`config.mk`:
```
export PLATFORM = sky130hd
export DESIGN_NAME = atkd_pix
export DESIGN_NICKNAME = d
export VERILOG_FILES = /design/src/rtl/core/atkd_pkg.sv /design/src/rtl/core/atkd_pix.sv
export SDC_FILE = /design/constraint.sdc
export NUM_CORES = 1
export LEC_CHECK = 0
export BUFFER_PORTS_ARGS = -buffer_cell sky130_fd_sc_hd__buf_2
export CAP_MARGIN = 10
export CORE_ASPECT_RATIO = 0.7
export CORE_UTILIZATION = 35
export DETAILED_ROUTE_END_ITERATION = 16
export SYNTH_ARGS = -nofsm -noshare
export SYNTH_HDL_FRONTEND = slang
export SYNTH_SLANG_ARGS = --single-unit
```
`constraint.sdc`:
```
create_clock -name vclk -period 18.17
set_input_delay 0.9085 -clock vclk [all_inputs]
set_output_delay 0.9085 -clock vclk [all_outputs]
set_load 0.01 [all_outputs]
```
`src/rtl/core/atkd_pkg.sv`:
```
`default_nettype none

package atkd_pkg;

	localparam int unsigned MAX_WIDTH_DEF = 1024;
	localparam int unsigned BANKS         = 3;
	localparam int unsigned LANES         = 4;
	localparam int unsigned EDGE_PAD      = 4;
	localparam int unsigned THRESHOLD     = 128;
	localparam int unsigned WHITE_LEVEL   = 255;
	localparam int unsigned SHIFT_AMOUNT  = 3;

	localparam logic [10:0] LINE_WIDTH_RST = 11'd1024;

	// role of a physical bank relative to the current-row pointer
	localparam logic [1:0] ROLE_CUR   = 2'd0;
	localparam logic [1:0] ROLE_NEXT  = 2'd1;
	localparam logic [1:0] ROLE_AFTER = 2'd2;

	// one stored error: generation tag plus signed 8-bit value
	typedef struct packed {
		logic       tag;
		logic [7:0] val;
	} atkd_entry_t;

	// offset k in 1..4 such that column + k falls in the given lane
	function automatic logic [2:0] lane_offset(input logic [1:0] col_lsb, input logic [1:0] lane);
		logic [1:0] d;
		d = lane - col_lsb - 2'd1;
		return {1'b0, d} + 3'd1;
	endfunction

	function automatic logic [1:0] role_of(input logic [1:0] bank, input logic [1:0] cur);
		logic [2:0] d;
		d = {1'b0, bank} + 3'd3 - {1'b0, cur};
		if (d >= 3'd3)
			d = d - 3'd3;
		return d[1:0];
	endfunction

	function automatic logic [7:0] sat8(input logic signed [9:0] v);
		if (v > 10'sd127)
			return 8'h7f;
		else if (v < -10'sd128)
			return 8'h80;
		else
			return v[7:0];
	endfunction

endpackage

`default_nettype wire

```
`src/rtl/core/atkd_pix.sv`:
```
`default_nettype none

// Pixel stage: add the stored error, clamp, threshold, and build the six
// saturating error updates for the lanes of the three banks.
module atkd_pix #(
	parameter int unsigned ROW_DEPTH = 1028,
	parameter int unsigned AW        = 9
) (
	input  wire logic                                        valid,
	input  wire logic [7:0]                                  gray,
	input  wire logic [9:0]                                  column,
	input  wire logic [1:0]                                  cur,
	input  wire logic [atkd_pkg::BANKS-1:0][atkd_pkg::LANES-1:0][7:0] rd_val,
	output logic                                             pixel_bit,
	output logic [atkd_pkg::BANKS-1:0][atkd_pkg::LANES-1:0]  wr_en,
	output logic [atkd_pkg::LANES-1:0][AW-1:0]               wr_addr,
	output logic [atkd_pkg::BANKS-1:0][atkd_pkg::LANES-1:0][7:0] wr_val
);
	import atkd_pkg::*;

	logic [2:0]        k   [LANES];
	logic [10:0]       idx [LANES];
	logic              inr [LANES];
	logic [1:0]        l2;
	logic [7:0]        cur_val;
	logic signed [9:0] sum;
	logic [7:0]        sum8;
	logic signed [8:0] diff, err;

	always_comb begin
		for (int l = 0; l < LANES; l++) begin
			k[l]       = lane_offset(column[1:0], 2'(l));
			idx[l]     = {1'b0, column} + 11'(k[l]);
			inr[l]     = 32'(idx[l]) < ROW_DEPTH;
			wr_addr[l] = AW'(idx[l][10:2]);
		end
	end

	always_comb begin
		l2      = column[1:0] + 2'd2;
		cur_val = inr[l2] ? rd_val[cur][l2] : 8'd0;
		sum     = $signed({2'b00, gray}) + $signed({{2{cur_val[7]}}, cur_val});
		if (sum < 10'sd0)
			sum8 = 8'd0;
		else if (sum > 10'sd255)
			sum8 = 8'hff;
		else
			sum8 = sum[7:0];
		pixel_bit = sum8 >= 8'(THRESHOLD);
		diff      = pixel_bit ? $signed({1'b0, sum8}) - $signed(9'(WHITE_LEVEL))
		                      : $signed({1'b0, sum8});
		err       = diff >>> SHIFT_AMOUNT;
	end

	always_comb begin : upd
		logic [1:0] role;
		logic       hit;
		for (int p = 0; p < BANKS; p++) begin
			role = role_of(2'(p), cur);
			for (int l = 0; l < LANES; l++) begin
				// current row takes +1,+2 ahead; next row -1..+1; after-next row 0
				unique case (role)
					ROLE_CUR:   hit = (k[l] == 3'd3) || (k[l] == 3'd4);
					ROLE_NEXT:  hit = (k[l] != 3'd4);
					ROLE_AFTER: hit = (k[l] == 3'd2);
					default:    hit = 1'b0;
				endcase
				wr_en[p][l]  = valid && inr[l] && hit;
				wr_val[p][l] = sat8($signed({{2{rd_val[p][l][7]}}, rd_val[p][l]})
				                    + $signed({err[8], err}));
			end
		end
	end

endmodule

`default_nettype wire

```
==> metrics.txt, run 1 <==
worst path required time between 15 and 20 ns; Clock buffer cells 0; Filler cells between 2000 and 2500; synthesized area per cell 7.61 µm²; sw power approximately 0.65 mW; Worst-Margin Slew about 0.81 ns; post-place setup slack 7.59 ns; drt pass-1 iters 5; Seq cells 0; Synth Instances 923; Clock power frac 0; detailed-route wire length per cell 18.0 µm; worst hold path type input port to primary output; Seq/Total Area, Yosys 0; critical path class input port to primary output; Util after Layout 0.445; VDD IR-drop max just under 0.09 mV; core area 19300 µm²; period utilization 0.590; first-pass GRT wire length between 30000 and 40000 µm; initial drt markers just over 600; Min-Delay Startpoint column[9]; synth warn 0; Int Pwr 0.459 mW; CP max stage delay between 0.5 and 0.6 ns; largest net degree at the start of global routing 38; Crit Path Max Fanout 32; Pleak 4.49 nW; Critical Path Slowest Stage Cell fa_1; number of global-route vias before repair ~7000; Max Slew Vio Count 0; unrepaired setup endpoints after global routing no; sequential share of power 0; status completed; # setup viols final 0; Synth Net Count roughly 1200; share of cells above drive strength 1 0.259; unique cell type count in the Yosys netlist between 60 and 70; CP Capture Point wr_val[25]; initial antenna violation count 4; worst hold margin roughly 2.2 ns; Initial Util 0.364; min Tclk post-route about 11 ns; hold buffer count at cts 0; mapped cell area roughly 7000 µm²; Max Clk Rate 0.0933 GHz; CP startpoint column[1]; Sw Ratio 0.587; Post-CTS Setup Bufs 0; nets 1434; I/O pins approximately 260; Startpoint Class input port; area of the multi-input gates 6650 µm²; relative slew slack 0.459; Die Y about 120 µm; Placer Congestion approximately 0.9; Fin. Hold Viols 0; Combinational Power Share 1.000; Vias/cell approximately 5.5; Setup Total Neg Slack 0 ns; full die area 20600 µm²; global route total overflow 0; CP arrival 9.81 ns; final worst setup slack about 7.5 ns; DRC Markers 0; critical path capture point type primary output; Die X 171 µm; Port Buffers between 200 and 300; hpwl dp approximately 22000 µm; Layout area overhead 22.1%; FP Rows 42; Max Cap Violations 0; final wirelength 25700 µm; antenna-violating nets left 0; Reg area 0 µm²; gr usage total 0.238; Post-CTS Resized 0; DR vias just under 8000; pwr dens approximately 130 nW/µm²
==> synthesized netlist by cell type, types with 3 or more instances <==
cell type,instances,share of area
a211o_1,4,0.0050
a211oi_1,11,0.012
a21boi_0,3,0.0032
a21o_1,64,0.068
a21oi_1,142,0.10
a221oi_1,3,0.0037
a222oi_1,4,0.0057
a22oi_1,3,0.0032
a311oi_1,6,0.0075
a31oi_1,9,0.0080
and2_1,3,0.0027
and3_1,3,0.0027
buf_2,6,0.0043
buf_4,9,0.0096
clkbuf_1,9,0.0048
fa_1,14,0.040
ha_1,136,0.24
inv_1,57,0.030
mux2i_1,10,0.014
mux4_2,24,0.077
nand2_1,81,0.043
nand2b_1,4,0.0036
nand3_1,14,0.010
nand3b_1,3,0.0032
nand4_1,7,0.0062
nor2_1,63,0.034
nor2b_1,14,0.012
nor3_1,14,0.010
nor3b_1,6,0.0064
nor4_1,3,0.0027
o21a_1,4,0.0043
o21ai_0,33,0.024
o21bai_1,3,0.0032
or2_1,3,0.0027
or3_1,4,0.0036
xnor2_1,60,0.075
xor2_1,53,0.066
==> cell families (layout without fill, tap and decap cells) <==
logic type | count (synthesis) | count (layout) | synth area share
compound gates | 309 | 309 | 0.275
xor+xnor | 113 | 113 | 0.141
fa+ha+maj | 150 | 150 | 0.282
buf+inv | 86 | 328 | 0.0540
mux | 35 | 35 | 0.0928
other cells | 0 | 3 | 0
simple gates | 230 | 230 | 0.155
==> placed cells by master, fill, tap and decap left out, types with 8 or more instances in the layout <==
cell type | Yosys | final
inv_1 | 57 | 57
nand2_1 | 81 | 81
nand3_1 | 14 | 14
buf_4 | 9 | 8
xnor2_1 | 60 | 60
mux4_2 | 24 | 24
a31oi_1 | 9 | 9
fa_1 | 14 | 14
nor2b_1 | 14 | 14
a211oi_1 | 11 | 11
o21ai_0 | 33 | 33
a21oi_1 | 142 | 142
ha_1 | 136 | 136
nor3_1 | 14 | 14
buf_2 | 6 | 262
xor2_1 | 53 | 53
nor2_1 | 63 | 62
a21o_1 | 64 | 64
mux2i_1 | 10 | 10
==> metal layers <==
layer	track usage	vias up	share of wire
met5	0	-	0.00031
met4	0.0112	2	0.0042
met3	0.0137	10	0.070
met2	0.361	313	0.43
met1	0.378	3624	0.50
li1	-	3882	-
==> final cells by class <==
type,count,share of cell area
antenna,3,0.000875
timing repair buffer,270,0.160
tap,264,0.0385
multi-input combinational,837,0.775
inverter,58,0.0254
==> power groups by stage <==
stage | Sequential, mW | Clock, mW | Combinational [mW]
global route | 0 | 0.0000000147 | 1.22
finish | 0 | 0.0000000221 | 1.11
detailed placement | 0 | 0 | 1.11
global placement | 0 | 0 | 1.11
floorplan | 0 | 0 | 0.716
CTS | 0 | 0 | 1.11
==> worst max-delay path, delay by kind of cell <==
kind | cells | cell delay, ns
fa+ha+maj | 4 | 1.75
simple gates | 4 | 1.00
mux | 1 | 0.18
xor+xnor | 3 | 1.00
compound gates | 16 | 3.46
buf+inv | 4 | 1.47
==> metrics by stage <==
| stage | area [µm²] | total power, mW | cells |
|---|---|---|---|
| 6_report | 8580 | 1.11 | 1432 |
| 5_1_grt | 8580 | 1.22 | 1431 |
| 4_1_cts | 8570 | 1.11 | 1429 |
| 3_5_place_dp | 8570 | 1.11 | 1429 |
| 3_3_place_gp | 8570 | 1.11 | 1429 |
| 2_1_floorplan | 7020 | 0.716 | 923 |
==> worst min-delay path by stage <==
stage / endpoint / cells after the start
6_report: wr_addr[34] / 3
5_1_grt: wr_addr[16] / 3
4_1_cts: wr_addr[34] / 3
3_5_place_dp: wr_addr[34] / 3
3_3_place_gp: wr_addr[16] / 3
2_1_floorplan: wr_en[5] / 2
Note: power is estimated with default switching activity, not from simulation.
==> inputs of run 2 (changes only) <==
Settings changed: ABC_AREA set to 1.
Clock period 18.17 ns to 11 ns, I/O delays scaled along.
==> metrics.txt, run 2 <==
Die X 172 µm; Inst Count DP between 1500 and 2000; core area between 15000 and 20000 µm²; Initial Util 0.357; Layout area overhead 22.2%; Synth Instances about 1100; count leader, synth inv_1; min Tclk post-route about 9 ns; Synth top cells by count inv_1 (147), o21ai_0 (145), nand2_1 (140), ha_1 (136), nor2_1 (124); worst path required time about 10 ns; Worst-Margin Slew around 1.1 ns; antenna-violating nets left 0; share of the synthesized area in the top cell type 0.242; pwr dens roughly 210 nW/µm²; full die area 20700 µm²; grt met1 use 0.385; Clock buffer cells 0; Critical Path Slowest Stage Cell nand2_1; Post-CTS Resized 0; CP max stage delay 0.62 ns; hold buffer count at cts 0; unique cell type count in the Yosys netlist 47; DR vias roughly 8600; critical path class input port to primary output; count of non-filler cells in the finished layout 1620; GR peak layer met2; met2 global-route usage 0.413; Yosys top cell by area ha_1; Fin. Hold Viols 0; Reg area 0 µm²; CP Depth 46; worst hold path type input port to primary output; status completed; detailed-route wire length per cell 17.1 µm; nets 1616; hpwl dp 23500 µm; Buf/Inv on CP 8; hold path cells 3; global route total overflow 0; Max Slew Vio Count 0; FP Rows 43; Pleak 4.69 nW; initial antenna violation count 6; Startpoint Class input port; delay-heaviest family, CP simple AND/OR/NAND/NOR gates; number of global-route vias before repair just under 8000; Crit Path Max Fanout 27; CP arrival ~8.7 ns; commonest non-fill, non-tap cell in the layout buf_2; relative slew slack 0.293; synthesized area per cell 6.36 µm²; Vias/cell 5.30; Max Cap Violations 0; Seq cells 0; met3 Usage GRT 0.0324; Seq/Total Area, Yosys 0; Worst path most repeated cell nand2_1; final wirelength roughly 28000 µm; largest net degree at the start of global routing 41; Placer Congestion 0.951; mapped cell area approximately 7000 µm²; period utilization 0.838; synth warn 0; critical path capture point type primary output; Port Buffers approximately 260; Setup Total Neg Slack 0 ns; drt pass-1 iters 5; commonest cells after routing, fill and taps aside buf_2 (262), inv_1 (147), o21ai_0 (145); Max Clk Rate between 0.1 and 0.15 GHz; Die Y roughly 120 µm; VDD IR-drop max between 0.1 and 0.15 mV; first-pass GRT wire length roughly 42000 µm; Synth Net Count roughly 1400; Post-CTS Setup Bufs 0; DRC Markers 0; unrepaired setup endpoints after global routing no; largest cells by area after synthesis ha_1 (24%), o21ai_0 (10%), xor2_1 (9.2%), inv_1 (7.8%), nand2_1 (7.5%); I/O pins approximately 260; initial drt markers between 800 and 900; gr usage total 0.260; # setup viols final 0; Filler cells roughly 2200; share of cells above drive strength 1 0.231
[run 2: changes by cell type after synthesis, moves of 17 or more]
cell / before / now
o21ai_0: 33 / 145
mux4_2: 24 / 0
nor2_1: 63 / 124
inv_1: 57 / 147
xnor2_1: 60 / 27
a21oi_1: 142 / 71
xor2_1: 53 / 74
nor3_1: 14 / 31
nand3_1: 14 / 34
nand2_1: 81 / 140
a21o_1: 64 / 12
[run 2: stage by stage]
step                power (mW)  cell area (µm²)  hold slack (ns)  setup slack, ns  utilization
floorplan                 1.12             7040             1.18             3.14            -
global placement          1.75             8600             1.45             2.10        0.435
detailed placement        1.75             8600             1.45             1.89        0.435
CTS                       1.76             8600             1.45             1.87        0.435
global route              1.97             8600             1.47            0.963        0.436
finish                    1.77             8610             1.45             1.78        0.436
[run 2: routing by layer]
layer / routed length, µm / share of wire
met5: 47 / 0.0017
met4: 166 / 0.0060
met3: 2280 / 0.082
met2: 11800 / 0.43
met1: 13400 / 0.48
[run 2: path summary, 6_finish.rpt]
| check | from | endpoint | slack [ns] |
|---|---|---|---|
| min | column[8] | wr_addr[15] | 1.45 |
| max | column[1] | wr_val[46] | 1.78 |
[run 2: kinds of logic (layout without fill, tap and decap cells)]
group / Yosys count / in the layout / synth area share
AOI/OAI and AO/OA: 304 / 304 / 0.252
xor gates and xnor gates: 101 / 101 / 0.126
adders and majority gates: 150 / 150 / 0.281
buffers and inverters: 181 / 420 / 0.100
other: 0 / 3 / 0
and+or+nand+nor: 372 / 372 / 0.241
[run 2: final cells by class]
| type | instances | area (µm²) | share of cell area |
|---|---|---|---|
| Antenna cell | 3 | 7.51 | 0.000872 |
| Inverter | 155 | 587 | 0.0682 |
| Multi-Input combinational cell | 927 | 6340 | 0.737 |
| Tap cell | 270 | 338 | 0.0393 |
| Timing Repair Buffer | 265 | 1330 | 0.155 |
[run 2: report_power, final]
| part | internal (mW) | total [mW] | switching [mW] |
|---|---|---|---|
| clock network | 0.0000000365 | 0.0000000365 | 0 |
| logic | 0.676 | 1.77 | 1.09 |
| registers | 0 | 0 | 0 |
| total | 0.676 | 1.77 | 1.09 |
